## config.mk

```make
export PLATFORM = sky130hd
export DESIGN_NAME = vpc_post
export DESIGN_NICKNAME = d
export VERILOG_FILES = /design/src/hw/rtl/vpc_pkg.sv /design/src/hw/rtl/vpc_post.sv
export VERILOG_INCLUDE_DIRS = /design/src /design/src/hw/rtl
export SDC_FILE = /design/constraint.sdc
export NUM_CORES = 2
export LEC_CHECK = 0
export BUFFER_PORTS_ARGS = -buffer_cell sky130_fd_sc_hd__buf_2
export CORE_ASPECT_RATIO = 0.5
export CORE_UTILIZATION = 60
export CTS_CLUSTER_DIAMETER = 60
export DETAILED_ROUTE_END_ITERATION = 7
export PLACE_DENSITY = 0.84
export SLEW_MARGIN = 20
export SYNTH_ARGS = -nofsm -noshare
export SYNTH_HDL_FRONTEND = slang
export SYNTH_SLANG_ARGS = --single-unit
```

## constraint.sdc

```tcl
create_clock -name clk -period 20.2 [get_ports clk]
set_clock_uncertainty 0.2 [all_clocks]
set_input_delay 2.02 -clock clk [delete_from_list [all_inputs] [get_ports clk]]
set_output_delay 2.02 -clock clk [all_outputs]
set_load 0.005 [all_outputs]
```

## src/hw/rtl/vector_polar_cartesian_unit_defines.svh

```systemverilog
// assertion macros for the vector polar/cartesian unit
`ifndef VECTOR_POLAR_CARTESIAN_UNIT_DEFINES_SVH
`define VECTOR_POLAR_CARTESIAN_UNIT_DEFINES_SVH

`ifndef NO_ASSERTIONS
// same-cycle implication, sampled on clk, off during reset
`define VPC_CHECK(label, ante, cons) \
  label: assert property (@(posedge clk) disable iff (rst) (ante) |-> (cons)) \
    else $error("%m: check failed");
// next-cycle implication, sampled on clk, off during reset
`define VPC_CHECK_NEXT(label, ante, cons) \
  label: assert property (@(posedge clk) disable iff (rst) (ante) |=> (cons)) \
    else $error("%m: check failed");
`else
`define VPC_CHECK(label, ante, cons)
`define VPC_CHECK_NEXT(label, ante, cons)
`endif

`endif

```

## src/hw/rtl/vpc_pkg.sv

```systemverilog
// shared types, constants and tables of the vector polar/cartesian unit
package vpc_pkg;

  localparam int FRAC_BITS  = 16;
  localparam int GUARD_BITS = 8;
  // cordic x/y datapath width with guard bits and gain growth
  localparam int XW = 42;
  localparam int MAX_ITER = 32;

  localparam logic [24:0] DEG360 = 25'(360 << FRAC_BITS);
  localparam logic [24:0] DEG180 = 25'(180 << FRAC_BITS);
  localparam logic [31:0] INV_GAIN = 32'h9B74EDA8;
  // ceil(2^32/360) and ceil(2^32/45), exact for the operand ranges used
  localparam logic [23:0] RECIP360 = 24'd11930465;
  localparam logic [26:0] RECIP45  = 27'd95443718;
  // bias that makes any angle plus delta non-negative before the wrap
  localparam int WRAP_TURNS = 92;
  localparam logic [33:0] WRAP_BIAS = 34'(longint'(WRAP_TURNS) * longint'(DEG360));

  typedef enum logic [2:0] {
    REQ_TO_POLAR = 3'd0,
    REQ_TO_CART  = 3'd1,
    REQ_ROTATE   = 3'd2,
    REQ_SCALE    = 3'd3,
    REQ_STRETCH  = 3'd4
  } vpc_req_e;

  // atan(2^-i) in binary turns, 2^32 per turn
  localparam logic [31:0] ATAN_TURNS [MAX_ITER] = '{
    32'h20000000, 32'h12E4051D, 32'h09FB385B, 32'h051111D4,
    32'h028B0D43, 32'h0145D7E1, 32'h00A2F61E, 32'h00517C55,
    32'h0028BE53, 32'h00145F2E, 32'h000A2F98, 32'h000517CC,
    32'h00028BE6, 32'h000145F3, 32'h0000A2F9, 32'h0000517C,
    32'h000028BE, 32'h0000145F, 32'h00000A2F, 32'h00000517,
    32'h0000028B, 32'h00000145, 32'h000000A2, 32'h00000051,
    32'h00000028, 32'h00000014, 32'h0000000A, 32'h00000005,
    32'h00000002, 32'h00000001, 32'h00000000, 32'h00000000
  };

  typedef struct packed {
    logic [2:0]              req;
    logic signed [31:0]      xi;
    logic signed [31:0]      yi;
    logic signed [31:0]      op;
    logic [31:0]             op_abs;
    logic [24:0]             ang;
    logic [31:0]             len;
    logic signed [33:0]      str_sum;
    logic [33:0]             wv;
    logic [7:0]              q;
    logic [63:0]             prod;
    logic [39:0]             x0;
    logic [18:0]             k;
    logic [5:0]              m;
    logic [12:0]             t2;
    logic [31:0]             turn;
    logic                    ov;
    logic                    zero;
    logic                    vect;
    logic signed [XW-1:0]    x;
    logic signed [XW-1:0]    y;
    logic [31:0]             z;
  } vpc_item_t;

  typedef struct packed {
    logic      valid;
    vpc_item_t item;
  } vpc_stage_t;

  typedef struct packed {
    logic signed [31:0] x;
    logic signed [31:0] y;
    logic [24:0]        ang;
    logic [31:0]        len;
    logic               ov;
  } vpc_out_t;

  typedef struct packed {
    logic     valid;
    vpc_out_t data;
  } vpc_res_t;

endpackage

```

## src/hw/rtl/vpc_post.sv

```systemverilog
// back pipeline: gain removal, turn to degree, rounding, saturation, result select
`include "vector_polar_cartesian_unit_defines.svh"
module vpc_post (
  input  logic                clk,
  input  logic                rst,
  input  logic                en,
  input  vpc_pkg::vpc_stage_t in,
  output vpc_pkg::vpc_res_t   out
);
  import vpc_pkg::*;

  typedef struct packed {
    logic [31:0] val;
    logic        ov;
  } vpc_sat_t;

  function automatic vpc_sat_t sat32(input logic signed [XW-1:0] v);
    vpc_sat_t r;
    r.ov  = 1'b1;
    if (!v[XW-1] && (v[XW-2:31] != '0)) begin
      r.val = 32'h7FFF_FFFF;
    end else if (v[XW-1] && (v[XW-2:31] != '1)) begin
      r.val = 32'h8000_0000;
    end else begin
      r.val = v[31:0];
      r.ov  = 1'b0;
    end
    return r;
  endfunction

  logic                 q1_vld;
  vpc_item_t            q1;
  logic [40:0]          ph;
  logic [31:0]          plh;
  logic [40:0]          zm;
  logic [31:0]          xo;
  logic [31:0]          yo;
  logic                 ovxy;
  logic [40:0]          ux;
  logic [63:0]          pl_n;
  logic signed [XW-1:0] rx;
  logic signed [XW-1:0] ry;
  vpc_sat_t             sx;
  vpc_sat_t             sy;
  logic                 q2_vld;
  vpc_out_t             q2;
  vpc_out_t             q2_next;
  logic [42:0]          t;
  logic [34:0]          tr;
  logic [25:0]          d;
  logic [31:0]          tlen;
  logic                 ovt;
  logic [24:0]          deg;

  // products for length and angle, rounding of x and y
  always_comb begin
    ux   = in.item.x[XW-1] ? '0 : 41'(in.item.x[XW-2:0]);
    pl_n = 64'(ux[31:0]) * 64'(INV_GAIN);
    rx   = (in.item.x + XW'(128)) >>> GUARD_BITS;
    ry   = (in.item.y + XW'(128)) >>> GUARD_BITS;
    sx   = sat32(rx);
    sy   = sat32(ry);
  end

  always_ff @(posedge clk) begin
    if (rst) begin
      q1_vld <= 1'b0;
    end else if (en) begin
      q1_vld <= in.valid;
    end
  end

  always_ff @(posedge clk) begin
    if (en) begin
      q1   <= in.item;
      ph   <= 41'(ux[40:32]) * 41'(INV_GAIN);
      plh  <= pl_n[63:32];
      zm   <= 41'(in.item.z) * 41'd360;
      xo   <= sx.val;
      yo   <= sy.val;
      ovxy <= sx.ov || sy.ov;
    end
  end

  // final length, degree and result select
  always_comb begin
    t    = 43'(ph) + 43'(plh);
    tr   = 35'((t + 43'd128) >> GUARD_BITS);
    ovt  = (tr[34:32] != '0);
    tlen = ovt ? 32'hFFFF_FFFF : tr[31:0];
    d    = 26'((zm + 41'h8000) >> FRAC_BITS);
    deg  = (d >= 26'(DEG360)) ? 25'(d - 26'(DEG360)) : d[24:0];
    q2_next = '0;
    case (q1.req) inside
      REQ_TO_POLAR: begin
        q2_next.x   = q1.xi;
        q2_next.y   = q1.yi;
        q2_next.ang = q1.zero ? '0 : deg;
        q2_next.len = q1.zero ? '0 : tlen;
        q2_next.ov  = !q1.zero && ovt;
      end
      REQ_TO_CART, REQ_ROTATE, REQ_SCALE, REQ_STRETCH: begin
        q2_next.x   = xo;
        q2_next.y   = yo;
        q2_next.ang = q1.ang;
        q2_next.len = q1.len;
        q2_next.ov  = q1.ov || ovxy;
      end
      default: q2_next = '0;
    endcase
  end

  always_ff @(posedge clk) begin
    if (rst) begin
      q2_vld <= 1'b0;
    end else if (en) begin
      q2_vld <= q1_vld;
    end
  end

  always_ff @(posedge clk) begin
    if (en) begin
      q2 <= q2_next;
    end
  end

  assign out = '{valid: q2_vld, data: q2};

  `VPC_CHECK_NEXT(a_unknown_zero, en && q1_vld && (q1.req > 3'(REQ_STRETCH)), (q2.x == '0) && (q2.len == '0) && !q2.ov)
  `VPC_CHECK_NEXT(a_polar_flag_len, en && q1_vld && (q1.req == REQ_TO_POLAR), !q2.ov || (q2.len == '1))
  `VPC_CHECK(a_deg_range, q2_vld, q2.ang < DEG360)

endmodule

```

==> run metrics <==
Hold WC Path Type=flip-flop to flip-flop; Worst EP arrival=10890 ps; most common cell after layout, fill and taps aside=inv_1; # Post-CTS Setup Buffers=0; Pins Over Slew Limit=0; effective utilization at floorplan=0.607; failing checks=DRC; CTS resizes=0; RSZ-0062 raised after global routing=false; Worst Hold Margin=304 ps; IO Port Bufs=361; Die Wd=381 µm; Reg clk slew, reported paths=60 ps; most frequent cells in the layout=934 x inv_1, 588 x fa_1, 555 x ha_1; worst vdd ir=369 µV; Synth top area share=0.283; ANT nets after route=0; Layout fillers=5330; Total Wirelength=109000 µm; Crit. End Element=flip-flop; setup_tns=0 ps; Synth Instances=3901; Fin. Hold Viols=0; # H-tree levels=2; Synthesized Nets=5605; CTS tree=built; synth-to-layout area growth=10.2%; Main synth FF type=edfxtp_1; Synth cell types=73; max_cap viols=0; worst skew pair latency=580 ps; Fmax=0.0924 GHz; Vias=29600; total gr overflow=0; RR Startpoint=plh[7]; layout cell share with drive strength beyond 1=0.107; DRC violations left=4; TritonCTS Buffers=42; nets=5955; DR WL/cell=20.7 µm; Sink Count=408; Worst slew margin=0.196; Lkg Pwr=23.4 nW; CTS root buf=clkbuf_16; clk buf depth=3; yosys warns=0; CP endpoint=plh[31]; required time of the critical path=20270 ps; Synth area leaders=edfxtp_1 28%, fa_1 27%, ha_1 16%; Core Area=71000 µm²; # rows=69; global-route wire length before repair=170000 µm; crit path kind=input pin to flip-flop; Worst Setup SP=in[115]; drt first pass iters=8; PwrDens=190 nW/µm²; Slew @ Worst Pin=1210 ps; CP max FO=63; Async SR Flop Fraction=0; Post-synth EDFFs=406; Mean Syn Cell Area=11.0 µm²; initial antenna violation count=9; sequential area share after synthesis=0.284; R2R Setup Slk=14990 ps; Netlist Area Pre-Place=43100 µm²; # hold bufs at CTS=0; DP HPWL=89500 µm; status=complete, but fails checks; Synth Register Bits=408; CP startpoint kind=input pin; drt via density=5.64; Tcrit/Tclk final=0.536; WHS Path Cells=2; Final setup viols=0; routability cong.=1.03; Die H=191 µm; R2R depth=14; Die ar.=72900 µm²; largest net degree at the start of global routing=191; Global Route Usage Sum=0.301; post-layout min period=10820 ps; reg2reg end=out[10]; DR iter-0 viols=2300; Synth area leader=edfxtp_1; vias in the first global route=31300; I/O pins=684
-- routing by layer --
layer	share of wire	vias to the layer above	GRT usage
li1	-	13500	-
met1	0.40	14900	0.381
met2	0.50	1003	0.536
met3	0.058	247	0.0357
met4	0.039	0	0.112
met5	0	-	0
-- worst max-delay path, stage by stage --
cell,delay [ps]
buf_2,750
nand2b_1,620
inv_1,390
ha_1,460
fa_1,530
inv_1,70
fa_1,510
fa_1,560
inv_1,70
fa_1,540
fa_1,430
fa_1,500
inv_1,80
fa_1,520
inv_1,50
ha_1,330
a21o_1,220
a31oi_1,260
o211ai_1,130
and4_1,190
o21ai_0,120
nand2_1,360
o211ai_1,480
and2_1,280
o21a_1,190
o211ai_1,190
-- registers in the layout (all words and copies together), names as in the netlist --
register and flops:
q1 126, out 122, ph 38, xo 32, yo 32, plh 29
zm 26, ovxy 1, q1_vld 1, q2_vld 1
-- cells in the mapped netlist (4+ instances only) --
| master | n |
|---|---|
| xor2_1 | 89 |
| nor3_1 | 26 |
| a2111oi_0 | 4 |
| xnor2_1 | 113 |
| a21o_1 | 62 |
| ha_1 | 555 |
| a311oi_1 | 4 |
| and4_1 | 7 |
| nand2b_1 | 45 |
| a211o_1 | 5 |
| o211ai_1 | 13 |
| a211oi_1 | 16 |
| edfxtp_1 | 406 |
| and3_1 | 35 |
| fa_1 | 588 |
| o21bai_1 | 16 |
| or4_1 | 4 |
| nand3_1 | 64 |
| inv_1 | 934 |
| and2_1 | 17 |
| or3_1 | 6 |
| a21oi_1 | 111 |
| o21ai_0 | 119 |
| buf_1 | 5 |
| a221o_1 | 4 |
| or2_2 | 6 |
| nand2_1 | 172 |
| o22ai_1 | 7 |
| a22o_1 | 69 |
| o21a_1 | 20 |
| nand4_1 | 38 |
| mux2i_1 | 5 |
| a31o_2 | 4 |
| clkbuf_1 | 58 |
| nor2_1 | 123 |
| nor2b_1 | 32 |
| a31oi_1 | 9 |
| o31ai_1 | 6 |
| o21ai_1 | 42 |
-- worst min path at each step --
stage / start / endpoint / slack [ps]
3_3_place_gp: q2_vld / q2_vld / 270
2_1_floorplan: q1_vld / q1_vld / 260
6_report: q1_vld / q1_vld / 300
5_1_grt: q1[369] / out[1] / 320
4_1_cts: q1[369] / out[1] / 310
3_5_place_dp: q1[369] / out[1] / 300
-- area by class of cell --
cell class | instances | area, µm² | area share
Timing Repair Buffer | 374 | 1930 | 0.0406
Clock inverter | 27 | 349 | 0.00736
Antenna cell | 13 | 32.5 | 0.000685
Multi-Input combinational cell | 2491 | 27100 | 0.571
Inverter | 934 | 3510 | 0.0739
Clock buffer | 50 | 1100 | 0.0232
Tap cell | 958 | 1200 | 0.0253
Sequential cell | 408 | 12200 | 0.258
-- logic make-up after synthesis --
group / after synthesis / synth area share
adders and majority gates: 1143 / 0.434
buffers and inverters: 1002 / 0.0876
and+or+nand+nor: 592 / 0.0680
AOI/OAI and AO/OA: 547 / 0.0834
DFF: 408 / 0.284
xor gates and xnor gates: 202 / 0.0411
muxes: 7 / 0.00168
-- stage by stage --
step           total power [mW]  instance area [µm²]  std cells  setup slack [ps]  utilization
2_1_floorplan              6.24                43100       3901             10430            -
3_3_place_gp               7.93                46000       5165              8990        0.648
3_5_place_dp               8.13                46000       5165              8900        0.648
4_1_cts                    9.00                47400       5242              9470        0.668
5_1_grt                    9.85                47400       5250              9020        0.669
6_report                   9.04                47500       5255              9380        0.669
-- report_power, final --
group	switching, mW	internal (mW)	total (mW)
Clock	0.339	0.483	0.823
Combinational	4.06	2.77	6.82
Sequential	0.0833	1.31	1.39
Note: power is estimated with default switching activity, not from simulation.
