### src/hw/rtl/vector_polar_cartesian_unit_defines.svh
// assertion macros for the vector polar/cartesian unit
`ifndef VECTOR_POLAR_CARTESIAN_UNIT_DEFINES_SVH
`define VECTOR_POLAR_CARTESIAN_UNIT_DEFINES_SVH

`ifndef NO_ASSERTIONS
// same-cycle implication, sampled on clk, off during reset
`define VPC_CHECK(label, ante, cons) \
  label: assert property (@(posedge clk) disable iff (rst) (ante) |-> (cons)) \
    else $error("%m: check failed");
// next-cycle implication, sampled on clk, off during reset
`define VPC_CHECK_NEXT(label, ante, cons) \
  label: assert property (@(posedge clk) disable iff (rst) (ante) |=> (cons)) \
    else $error("%m: check failed");
`else
`define VPC_CHECK(label, ante, cons)
`define VPC_CHECK_NEXT(label, ante, cons)
`endif

`endif

### src/hw/rtl/vpc_pkg.sv
// shared types, constants and tables of the vector polar/cartesian unit
package vpc_pkg;

  localparam int FRAC_BITS  = 16;
  localparam int GUARD_BITS = 8;
  // cordic x/y datapath width with guard bits and gain growth
  localparam int XW = 42;
  localparam int MAX_ITER = 32;

  localparam logic [24:0] DEG360 = 25'(360 << FRAC_BITS);
  localparam logic [24:0] DEG180 = 25'(180 << FRAC_BITS);
  localparam logic [31:0] INV_GAIN = 32'h9B74EDA8;
  // ceil(2^32/360) and ceil(2^32/45), exact for the operand ranges used
  localparam logic [23:0] RECIP360 = 24'd11930465;
  localparam logic [26:0] RECIP45  = 27'd95443718;
  // bias that makes any angle plus delta non-negative before the wrap
  localparam int WRAP_TURNS = 92;
  localparam logic [33:0] WRAP_BIAS = 34'(longint'(WRAP_TURNS) * longint'(DEG360));

  typedef enum logic [2:0] {
    REQ_TO_POLAR = 3'd0,
    REQ_TO_CART  = 3'd1,
    REQ_ROTATE   = 3'd2,
    REQ_SCALE    = 3'd3,
    REQ_STRETCH  = 3'd4
  } vpc_req_e;

  // atan(2^-i) in binary turns, 2^32 per turn
  localparam logic [31:0] ATAN_TURNS [MAX_ITER] = '{
    32'h20000000, 32'h12E4051D, 32'h09FB385B, 32'h051111D4,
    32'h028B0D43, 32'h0145D7E1, 32'h00A2F61E, 32'h00517C55,
    32'h0028BE53, 32'h00145F2E, 32'h000A2F98, 32'h000517CC,
    32'h00028BE6, 32'h000145F3, 32'h0000A2F9, 32'h0000517C,
    32'h000028BE, 32'h0000145F, 32'h00000A2F, 32'h00000517,
    32'h0000028B, 32'h00000145, 32'h000000A2, 32'h00000051,
    32'h00000028, 32'h00000014, 32'h0000000A, 32'h00000005,
    32'h00000002, 32'h00000001, 32'h00000000, 32'h00000000
  };

  typedef struct packed {
    logic [2:0]              req;
    logic signed [31:0]      xi;
    logic signed [31:0]      yi;
    logic signed [31:0]      op;
    logic [31:0]             op_abs;
    logic [24:0]             ang;
    logic [31:0]             len;
    logic signed [33:0]      str_sum;
    logic [33:0]             wv;
    logic [7:0]              q;
    logic [63:0]             prod;
    logic [39:0]             x0;
    logic [18:0]             k;
    logic [5:0]              m;
    logic [12:0]             t2;
    logic [31:0]             turn;
    logic                    ov;
    logic                    zero;
    logic                    vect;
    logic signed [XW-1:0]    x;
    logic signed [XW-1:0]    y;
    logic [31:0]             z;
  } vpc_item_t;

  typedef struct packed {
    logic      valid;
    vpc_item_t item;
  } vpc_stage_t;

  typedef struct packed {
    logic signed [31:0] x;
    logic signed [31:0] y;
    logic [24:0]        ang;
    logic [31:0]        len;
    logic               ov;
  } vpc_out_t;

  typedef struct packed {
    logic     valid;
    vpc_out_t data;
  } vpc_res_t;

endpackage

### src/hw/rtl/vpc_cordic_stage.sv
// one registered cordic micro-rotation, shared by vectoring and rotation mode
module vpc_cordic_stage #(
  parameter int IDX = 0
) (
  input  logic                clk,
  input  logic                rst,
  input  logic                en,
  input  vpc_pkg::vpc_stage_t in,
  output vpc_pkg::vpc_stage_t out
);
  import vpc_pkg::*;

  logic                 vld;
  vpc_item_t            item_q;
  vpc_item_t            item_next;
  logic signed [XW-1:0] dx;
  logic signed [XW-1:0] dy;
  logic                 cw;

  // vectoring drives y to zero, rotation drives z to zero
  always_comb begin
    item_next = in.item;
    dx = in.item.y >>> IDX;
    dy = in.item.x >>> IDX;
    cw = in.item.vect ? (!in.item.y[XW-1] && (in.item.y != '0)) : in.item.z[31];
    if (cw) begin
      item_next.x = in.item.x + dx;
      item_next.y = in.item.y - dy;
      item_next.z = in.item.z + ATAN_TURNS[IDX];
    end else begin
      item_next.x = in.item.x - dx;
      item_next.y = in.item.y + dy;
      item_next.z = in.item.z - ATAN_TURNS[IDX];
    end
  end

  // valid bit
  always_ff @(posedge clk) begin
    if (rst) begin
      vld <= 1'b0;
    end else if (en) begin
      vld <= in.valid;
    end
  end

  // payload
  always_ff @(posedge clk) begin
    if (en) begin
      item_q <= item_next;
    end
  end

  assign out = '{valid: vld, item: item_q};

endmodule

### config.mk
export PLATFORM = sky130hd
export DESIGN_NAME = vpc_cordic_stage
export DESIGN_NICKNAME = d
export VERILOG_FILES = /design/src/hw/rtl/vector_polar_cartesian_unit_defines.svh /design/src/hw/rtl/vpc_pkg.sv /design/src/hw/rtl/vpc_cordic_stage.sv
export SDC_FILE = /design/constraint.sdc
export NUM_CORES = 1
export LEC_CHECK = 0
export BUFFER_PORTS_ARGS = -buffer_cell sky130_fd_sc_hd__buf_2
export CORE_AREA = 5 5 437 439
export DETAILED_ROUTE_END_ITERATION = 8
export DIE_AREA = 0 0 442 444
export PLACE_DENSITY_LB_ADDON = 0.08
export SLEW_MARGIN = 10
export SYNTH_ARGS = -nofsm -noshare
export SYNTH_HDL_FRONTEND = slang
export SYNTH_SLANG_ARGS = --single-unit
### constraint.sdc
create_clock -name clk -period 4.43 [get_ports clk]
set_input_delay 1.1075 -clock clk [delete_from_list [all_inputs] [get_ports clk]]
set_output_delay 1.1075 -clock clk [all_outputs]
set_load 0.02 [all_outputs]
==> results of run 1 <==
worst register-to-register path, stage by stage (launching register included):
cell and delay [ns]:
sky130_fd_sc_hd__dfxtp_1 0.31, sky130_fd_sc_hd__mux2i_1 0.12, sky130_fd_sc_hd__nor2_1 0.06
through the flow:
step                 util  cells  setup TNS [ns]  cell area (sq um)  setup WS [ns]
floorplan               -   1714               0              24400          0.937
global placement    0.185   5494         -0.0938              34600        -0.0842
detailed placement  0.185   5494               0              34600         0.0284
CTS                 0.198   5627               0              37000          0.791
global route        0.198   5629               0              37000          0.533
finish              0.199   5652               0              37100          0.727
worst paths after layout:
| check | start | end | cells past startpoint |
|---|---|---|---|
| hold reg to reg | vld | vld | 2 |
| hold / removal | vld | vld | 2 |
| setup / recovery | in[40] | out[59] | 14 |
| setup reg to reg | vld | vld | 2 |
cell usage in the layout (no fill, tap or decap), types with 78 or more instances in the layout:
cell type	Yosys	final
sky130_fd_sc_hd__buf_2	25	1117
sky130_fd_sc_hd__edfxtp_1	556	556
sky130_fd_sc_hd__buf_4	7	211
sky130_fd_sc_hd__a21oi_1	167	167
sky130_fd_sc_hd__inv_1	123	123
sky130_fd_sc_hd__ha_1	123	123
sky130_fd_sc_hd__nor2_1	110	110
sky130_fd_sc_hd__xnor2_1	81	81
sky130_fd_sc_hd__clkbuf_16	0	80
sky130_fd_sc_hd__o21ai_0	78	78
flip-flops by register name, summed over array words and instances, names as in the netlist:
| signal | cells |
|---|---|
| out | 556 |
| vld | 1 |
routing by layer:
layer  up-vias  wire length, microns  track usage
met1     10181                 60500        0.170
met4        34                  2680       0.0296
li1       9202                     -            -
met3       183                  9780       0.0441
met2       723                 87100        0.300
met5         -                   207            0
cells by family (layout without fill, tap and decap cells):
kind of cell               Yosys count  after routing  synth area share
DFF                                557            557             0.685
AOI/OAI and AO/OA                  446            446             0.119
and+or+nand+nor                    286            286            0.0552
buffers and inverters              185           1603            0.0323
adders and majority gates          127            127            0.0663
xor gates and xnor gates            83             83            0.0298
muxes                               30             30            0.0123
other                                0             25                 0
power groups by stage:
stage | combinational, mW | sequential (mW) | clock (mW)
after floorplan | 0.934 | 7.29 | 0
after global placement | 3.69 | 6.68 | 0
after detailed placement | 3.65 | 6.67 | 0
after CTS | 3.67 | 6.58 | 6.41
after global routing | 3.77 | 6.62 | 6.57
final | 3.54 | 6.57 | 6.09
cell type report:
type                       instances  area (sq um)
fill                           20661        150000
antenna                           25          62.6
clock buffer                     100          2080
inverter                         131           494
multi-input combinational        972          6930
sequential                       557         16700
clock inverter                    33           295
tap                             2495          3120
timing repair buffer            1339          7390
==> impl_metrics.xml, run 1 <==
<?xml version="1.0" encoding="UTF-8"?>
<metrics>
  <group name="synth">
    <metric name="post-synth-top-count-cell" unit="">sky130_fd_sc_hd__edfxtp_1</metric>
    <metric name="netlist_area" unit="sq um">24400</metric>
    <metric name="synth_top_cells_by_count" unit="">sky130_fd_sc_hd__edfxtp_1 (556), sky130_fd_sc_hd__a21oi_1 (167), sky130_fd_sc_hd__ha_1 (123), sky130_fd_sc_hd__inv_1 (123), sky130_fd_sc_hd__nor2_1 (110)</metric>
    <metric name="synth_top_area_share" unit="">0.684</metric>
    <metric name="yosysWarnings" unit="">0</metric>
    <metric name="syn_nets" unit="">2402</metric>
    <metric name="post_synth_num_cell_types" unit="">93</metric>
    <metric name="postSynth.topFlopCell" unit="">sky130_fd_sc_hd__edfxtp_1</metric>
    <metric name="yosys-top-cells-area" unit="">sky130_fd_sc_hd__edfxtp_1 (68%), sky130_fd_sc_hd__ha_1 (6.3%), sky130_fd_sc_hd__a21oi_1 (3.4%)</metric>
    <metric name="synth_area_leader_cell" unit="">sky130_fd_sc_hd__edfxtp_1</metric>
    <metric name="yosys_register_bits" unit="">557</metric>
    <metric name="seq_area_frac_synth" unit="">0.685</metric>
    <metric name="postSynth.asyncResetShare" unit="">0</metric>
    <metric name="synth_enable_flop_cells" unit="">556</metric>
    <metric name="synthesis.instances" unit="">1714</metric>
    <metric name="synth_area_per_cell" unit="sq um">14.2</metric>
  </group>
  <group name="floorplan">
    <metric name="design.portCount" unit="">1119</metric>
    <metric name="floorplan.initialDensity" unit="">0.131</metric>
    <metric name="fp.coreArea" unit="sq um">187000</metric>
    <metric name="fp.dieArea" unit="sq um">196000</metric>
    <metric name="fp-row-count" unit="">159</metric>
    <metric name="die_width" unit="microns">442</metric>
    <metric name="fp.dieH" unit="microns">444</metric>
  </group>
  <group name="drt">
    <metric name="avgViaCountPerCell" unit="">3.60</metric>
    <metric name="number_of_drc_markers_after_the_initial_detailed_route_iteration" unit="">1120</metric>
    <metric name="avgRoutedWirePerCell" unit="microns">28.3</metric>
    <metric name="antenna_violating_nets_post_route" unit="">0</metric>
    <metric name="detail_route.drc_violations" unit="">0</metric>
    <metric name="finalWirelength" unit="microns">160000</metric>
    <metric name="vias" unit="">20323</metric>
    <metric name="detailedRoute.firstPassIterationCount" unit="">5</metric>
  </group>
  <group name="critical_path">
    <metric name="start_kind" unit="">input pin</metric>
    <metric name="crit_family" unit="">compound AO/OA/AOI/OAI gates</metric>
    <metric name="worstPathCellList" unit="">buf_2 &gt; inv_1 &gt; ha_1 &gt; nand2_1 &gt; nor3_1 &gt; a31oi_1 &gt; o221a_2 &gt; buf_4 &gt; o31a_1 &gt; o21ai_1 &gt; buf_4 &gt; nand3_1 &gt; a31oi_1 &gt; xnor2_1</metric>
    <metric name="regToRegSetupSlack" unit="ns">3.84</metric>
    <metric name="cp_data_required_time" unit="ns">4.85</metric>
    <metric name="path_max_fanout" unit="">7</metric>
    <metric name="critPathBufInv" unit="">4</metric>
    <metric name="endpoint_kind" unit="">flop</metric>
    <metric name="slowest_delay" unit="ns">0.42</metric>
    <metric name="worstPathArrival" unit="ns">4.12</metric>
    <metric name="critPathKind" unit="">in -&gt; reg</metric>
    <metric name="timing.critical_path.slowest_stage_cell" unit="">sky130_fd_sc_hd__ha_1</metric>
  </group>
  <group name="outcome">
    <metric name="result_of_the_run" unit="">finished, final reports clean</metric>
  </group>
  <group name="global_route">
    <metric name="global_route_usage_over_all_layers" unit="">0.156</metric>
    <metric name="number_of_global_route_vias_before_repair" unit="">20979</metric>
    <metric name="pin_count_of_the_biggest_net_entering_global_routing" unit="">73</metric>
    <metric name="grt_first_pass_wirelength" unit="microns">207000</metric>
    <metric name="globalRoute.totalOverflow" unit="">0</metric>
    <metric name="antenna_violations_before_repair" unit="">93</metric>
  </group>
  <group name="clock_network">
    <metric name="cts_hold_buffers" unit="">0</metric>
    <metric name="worst_skew_pair.late_latency" unit="ns">0.68</metric>
    <metric name="postCtsResizedCells" unit="">0</metric>
    <metric name="htree_num_levels" unit="">3</metric>
    <metric name="cts_buffers" unit="">78</metric>
    <metric name="number_of_clock_sinks" unit="">557</metric>
    <metric name="cts_buffer_depth" unit="">3</metric>
    <metric name="ctsRootBufferMaster" unit="">sky130_fd_sc_hd__clkbuf_16</metric>
    <metric name="tritoncts" unit="">done</metric>
    <metric name="clk_pin_slew_worst_paths" unit="ns">0.05</metric>
    <metric name="cts_post_setup_buffers_inserted" unit="">0</metric>
  </group>
  <group name="power">
    <metric name="worst_ir_drop_vdd" unit="V">0.000233</metric>
    <metric name="p_clk_frac" unit="">0.376</metric>
    <metric name="sw_frac_of_total" unit="">0.313</metric>
    <metric name="netSwitchingPower" unit="mW">5.07</metric>
    <metric name="power_frac_seq" unit="">0.405</metric>
    <metric name="power.leakage" unit="nW">15.5</metric>
    <metric name="power-per-cell-area" unit="nW/um^2">437</metric>
    <metric name="total_power" unit="mW">16.2</metric>
    <metric name="comb_power_share" unit="">0.218</metric>
    <metric name="cell_internal_pwr" unit="mW">11.1</metric>
  </group>
  <group name="run">
    <metric name="cap_violations" unit="">0</metric>
  </group>
  <group name="placed_design">
    <metric name="detailedPlacementHpwl" unit="microns">137000</metric>
    <metric name="io_buffers" unit="">1118</metric>
    <metric name="finalWeightedCongestion" unit="">0.829</metric>
  </group>
  <group name="timing">
    <metric name="fin_worst_skew" unit="ns">0</metric>
    <metric name="fmax" unit="GHz">0.270</metric>
    <metric name="final.hold.worst_slack" unit="ns">0.524</metric>
    <metric name="grt_setup_unrepaired" unit="">false</metric>
    <metric name="hold_viol" unit="">0</metric>
    <metric name="final.period_utilization" unit="">0.836</metric>
    <metric name="setup-violations-final" unit="">0</metric>
    <metric name="report.final.slew_viol_count" unit="">0</metric>
    <metric name="worst-slew-pin-transition" unit="ns">0.774</metric>
    <metric name="relSlewSlack" unit="">0.479</metric>
    <metric name="timing.final.crit_period" unit="ns">3.70</metric>
  </group>
  <group name="final_layout">
    <metric name="finalNetCount" unit="">3767</metric>
    <metric name="layout-drive-gt1-share" unit="">0.473</metric>
    <metric name="area.growth.synth_to_final" unit="%">51.9</metric>
  </group>
  <group name="worst_hold_path">
    <metric name="min_path_type" unit="">reg -&gt; reg</metric>
  </group>
</metrics>
Power figures use the tool's default switching activity.
==> inputs of run 2 (changes only) <==
--- a/config.mk
+++ b/config.mk
@@ -5,10 +5,11 @@
 export SDC_FILE = /design/constraint.sdc
 export NUM_CORES = 1
 export LEC_CHECK = 0
+export ABC_AREA = 1
 export BUFFER_PORTS_ARGS = -buffer_cell sky130_fd_sc_hd__buf_2
-export CORE_AREA = 5 5 437 439
+export CORE_AREA = 5 5 433 435
 export DETAILED_ROUTE_END_ITERATION = 8
-export DIE_AREA = 0 0 442 444
+export DIE_AREA = 0 0 438 440
 export PLACE_DENSITY_LB_ADDON = 0.08
 export SLEW_MARGIN = 10
 export SYNTH_ARGS = -nofsm -noshare
==> constraint.sdc (replaced) <==
create_clock -name clk -period 3.85 [get_ports clk]
set_input_delay 0.9625 -clock clk [delete_from_list [all_inputs] [get_ports clk]]
set_output_delay 0.9625 -clock clk [all_outputs]
set_load 0.02 [all_outputs]
==> run 2 against run 1 <==
Highest routed layer unchanged. Global-route usage rose by 2.6 points. Via count rose by 19%. Die area fell by 1.8%. Core utilization rose by 1.5 points. Register-to-register slack got worse by 0.59 ns. Design area rose by 5.0%. Combinational power rose by 17%. Critical endpoint is now out[64].
==> impl_metrics.xml, run 2 <==
<?xml version="1.0" encoding="UTF-8"?>
<metrics>
  <group name="clock_network">
    <metric name="clk_pin_slew_worst_paths" unit="ns">0.06</metric>
    <metric name="number_of_clock_sinks" unit="">557</metric>
    <metric name="ctsRootBufferMaster" unit="">sky130_fd_sc_hd__clkbuf_16</metric>
    <metric name="htree_num_levels" unit="">3</metric>
    <metric name="postCtsResizedCells" unit="">0</metric>
    <metric name="cts_post_setup_buffers_inserted" unit="">0</metric>
    <metric name="cts_buffers" unit="">76</metric>
    <metric name="tritoncts" unit="">done</metric>
    <metric name="cts_buffer_depth" unit="">3</metric>
    <metric name="worst_skew_pair.late_latency" unit="ns">0.67</metric>
    <metric name="cts_hold_buffers" unit="">0</metric>
  </group>
  <group name="final_layout">
    <metric name="layout_commonest_cell" unit="">sky130_fd_sc_hd__buf_2</metric>
    <metric name="layout-drive-gt1-share" unit="">0.369</metric>
    <metric name="layout_common_cells" unit="">sky130_fd_sc_hd__buf_2 (1,117), sky130_fd_sc_hd__nand2_1 (682), sky130_fd_sc_hd__edfxtp_1 (556)</metric>
    <metric name="finalNetCount" unit="">4553</metric>
    <metric name="multi_input_area" unit="sq um">8520</metric>
    <metric name="number_of_flip_flops_under_the_largest_register_name" unit="">556</metric>
    <metric name="layout.area.seq" unit="sq um">16700</metric>
    <metric name="area.growth.synth_to_final" unit="%">44.1</metric>
    <metric name="final.fill_count" unit="">20338</metric>
    <metric name="final_cell_count_no_fill" unit="">6334</metric>
  </group>
  <group name="critical_path">
    <metric name="regToRegSetupSlack" unit="ns">3.25</metric>
    <metric name="setup.worst_path.start" unit="">in[34]</metric>
    <metric name="cp_data_required_time" unit="ns">4.28</metric>
    <metric name="worstPathArrival" unit="ns">3.45</metric>
    <metric name="path_max_fanout" unit="">7</metric>
    <metric name="r2r_cells" unit="">2</metric>
    <metric name="endpoint_kind" unit="">flop</metric>
    <metric name="critical_path.reg2reg.startpoint" unit="">vld</metric>
    <metric name="start_kind" unit="">input pin</metric>
    <metric name="critPathKind" unit="">in -&gt; reg</metric>
    <metric name="timing.rr.end" unit="">vld</metric>
    <metric name="crit_path_end" unit="">out[64]</metric>
  </group>
  <group name="timing">
    <metric name="timing.final.crit_period" unit="ns">3.02</metric>
    <metric name="fmax" unit="GHz">0.331</metric>
    <metric name="final.period_utilization" unit="">0.786</metric>
    <metric name="worst-slew-pin-transition" unit="ns">0.855</metric>
    <metric name="fin_worst_skew" unit="ns">0</metric>
    <metric name="grt_setup_unrepaired" unit="">false</metric>
    <metric name="report.final.slew_viol_count" unit="">0</metric>
    <metric name="total_negative_setup_slack" unit="ns">0</metric>
    <metric name="hold_viol" unit="">0</metric>
    <metric name="setup-violations-final" unit="">0</metric>
    <metric name="relSlewSlack" unit="">0.424</metric>
    <metric name="final.hold.worst_slack" unit="ns">0.442</metric>
  </group>
  <group name="global_route">
    <metric name="globalRoute.totalOverflow" unit="">0</metric>
    <metric name="pin_count_of_the_biggest_net_entering_global_routing" unit="">68</metric>
    <metric name="global_route_usage_over_all_layers" unit="">0.182</metric>
    <metric name="antenna_violations_before_repair" unit="">93</metric>
    <metric name="grt_first_pass_wirelength" unit="microns">235000</metric>
    <metric name="number_of_global_route_vias_before_repair" unit="">24557</metric>
  </group>
  <group name="synth">
    <metric name="netlist_area" unit="sq um">27000</metric>
    <metric name="synth_top_area_share" unit="">0.618</metric>
    <metric name="yosysWarnings" unit="">0</metric>
    <metric name="syn_nets" unit="">3281</metric>
    <metric name="synth_area_leader_cell" unit="">sky130_fd_sc_hd__edfxtp_1</metric>
    <metric name="seq_area_frac_synth" unit="">0.619</metric>
    <metric name="yosys_register_bits" unit="">557</metric>
    <metric name="synthesis.instances" unit="">2593</metric>
    <metric name="post-synth-top-count-cell" unit="">sky130_fd_sc_hd__nand2_1</metric>
    <metric name="post_synth_num_cell_types" unit="">43</metric>
    <metric name="synth_top_cells_by_count" unit="">sky130_fd_sc_hd__nand2_1 (682), sky130_fd_sc_hd__edfxtp_1 (556), sky130_fd_sc_hd__inv_1 (344)</metric>
    <metric name="synth_area_per_cell" unit="sq um">10.4</metric>
    <metric name="yosys-top-cells-area" unit="">sky130_fd_sc_hd__edfxtp_1 (62%), sky130_fd_sc_hd__nand2_1 (9.5%), sky130_fd_sc_hd__ha_1 (5.7%)</metric>
    <metric name="postSynth.asyncResetShare" unit="">0</metric>
    <metric name="postSynth.topFlopCell" unit="">sky130_fd_sc_hd__edfxtp_1</metric>
    <metric name="synth_enable_flop_cells" unit="">556</metric>
  </group>
  <group name="drt">
    <metric name="avgRoutedWirePerCell" unit="microns">29.1</metric>
    <metric name="finalWirelength" unit="microns">184000</metric>
    <metric name="detail_route.drc_violations" unit="">0</metric>
    <metric name="vias" unit="">24215</metric>
    <metric name="avgViaCountPerCell" unit="">3.82</metric>
    <metric name="number_of_drc_markers_after_the_initial_detailed_route_iteration" unit="">1453</metric>
    <metric name="detailedRoute.firstPassIterationCount" unit="">5</metric>
    <metric name="antenna_violating_nets_post_route" unit="">0</metric>
  </group>
  <group name="power">
    <metric name="netSwitchingPower" unit="mW">6.12</metric>
    <metric name="power.leakage" unit="nW">17.7</metric>
    <metric name="power_frac_seq" unit="">0.398</metric>
    <metric name="cell_internal_pwr" unit="mW">12.8</metric>
    <metric name="total_power" unit="mW">18.9</metric>
    <metric name="sw_frac_of_total" unit="">0.323</metric>
    <metric name="p_clk_frac" unit="">0.383</metric>
    <metric name="power-per-cell-area" unit="nW/um^2">487</metric>
    <metric name="comb_power_share" unit="">0.219</metric>
    <metric name="worst_ir_drop_vdd" unit="V">0.000250</metric>
  </group>
  <group name="floorplan">
    <metric name="fp.dieArea" unit="sq um">193000</metric>
    <metric name="design.portCount" unit="">1119</metric>
    <metric name="die_width" unit="microns">438</metric>
    <metric name="fp-row-count" unit="">157</metric>
    <metric name="fp.dieH" unit="microns">440</metric>
    <metric name="fp.coreArea" unit="sq um">183000</metric>
    <metric name="floorplan.initialDensity" unit="">0.148</metric>
  </group>
  <group name="placed_design">
    <metric name="io_buffers" unit="">1118</metric>
    <metric name="finalWeightedCongestion" unit="">0.900</metric>
    <metric name="numPlacedInstances" unit="">6172</metric>
    <metric name="detailedPlacementHpwl" unit="microns">161000</metric>
  </group>
  <group name="run">
    <metric name="cap_violations" unit="">0</metric>
  </group>
  <group name="outcome">
    <metric name="result_of_the_run" unit="">finished, final reports clean</metric>
  </group>
  <group name="worst_hold_path">
    <metric name="min_path_type" unit="">in -&gt; reg</metric>
  </group>
</metrics>
==> run 2: cell types whose count changed after synthesis, sizes merged, moves of 43 or more <==
cell   delta
inv     +222
xnor2    -79
nand3   +166
xor2     +43
nand2   +632
nor2    +118
==> run 2: worst min path at each step <==
| stage | end | start | slack [ns] | cells past startpoint |
|---|---|---|---|---|
| 2_1_floorplan | vld | vld | 0.46 | 2 |
| 3_3_place_gp | vld | vld | 0.47 | 2 |
| 3_5_place_dp | vld | vld | 0.48 | 2 |
| 4_1_cts | vld | rst | 0.34 | 2 |
| 5_1_grt | out[300] | in[300] | 0.40 | 1 |
| 6_report | vld | rst | 0.44 | 2 |
==> run 2: final cells by class <==
cell class	instances	share of cell area
flip-flops and latches	557	0.429
inverters	351	0.0339
well taps	2385	0.0767
diodes	26	0.00167
repair buffers	1252	0.176
multi-input cells	1627	0.219
clock buffers	89	0.0507
clock inverters	47	0.0130
==> run 2: worst max-delay path, stage by stage <==
cell                      delay [ns]
sky130_fd_sc_hd__buf_2          0.11
sky130_fd_sc_hd__inv_1          0.16
sky130_fd_sc_hd__ha_1           0.52
sky130_fd_sc_hd__nand2_1        0.15
sky130_fd_sc_hd__o21ai_0        0.35
sky130_fd_sc_hd__nand2_1        0.10
sky130_fd_sc_hd__nand2_1        0.30
sky130_fd_sc_hd__nand2_1        0.09
sky130_fd_sc_hd__nand3_1        0.21
sky130_fd_sc_hd__nand2_1        0.18
sky130_fd_sc_hd__nand2_1        0.11
sky130_fd_sc_hd__nand2_1        0.05
sky130_fd_sc_hd__nand3_1        0.07
sky130_fd_sc_hd__nand2_1        0.08
==> run 2: metrics by stage <==
| step | util | area, sq um | setup WS (ns) |
|---|---|---|---|
| global route | 0.213 | 38900 | 0.740 |
| CTS | 0.213 | 38900 | 0.906 |
| floorplan | - | 27000 | 1.07 |
| detailed placement | 0.199 | 36400 | 0.130 |
| finish | 0.213 | 38900 | 0.826 |
| global placement | 0.199 | 36400 | 0.101 |
==> run 2: power by group through the flow <==
stage	registers [mW]	clock network, mW	logic, mW
after floorplan	8.32	0	1.25
after global placement	7.67	0	4.29
after detailed placement	7.65	0	4.25
after CTS	7.55	7.58	4.28
after global routing	7.58	7.76	4.44
final	7.53	7.25	4.15
==> run 2: kinds of logic (layout without fill, tap and decap cells) <==
logic type / Yosys count / count (layout) / share of synthesized area
AO/OA/AOI/OAI: 289 / 289 / 0.0580
adder cells (fa/ha/maj): 127 / 127 / 0.0600
AND/OR/NAND/NOR: 1163 / 1163 / 0.182
other: 0 / 26 / 0
multiplexers: 1 / 1 / 0.000371
flip-flops: 557 / 557 / 0.619
XOR/XNOR: 47 / 47 / 0.0152
buffers and inverters: 409 / 1739 / 0.0657
==> run 2: layer usage <==
metal | vias to the layer above | wire length, microns | global-route usage | part of all wire
li1 | 11224 | - | - | -
met1 | 11891 | 68200 | 0.201 | 0.37
met2 | 845 | 101000 | 0.353 | 0.55
met3 | 221 | 11400 | 0.0388 | 0.062
met4 | 34 | 3980 | 0.0421 | 0.022
met5 | - | 211 | 0 | 0.0011
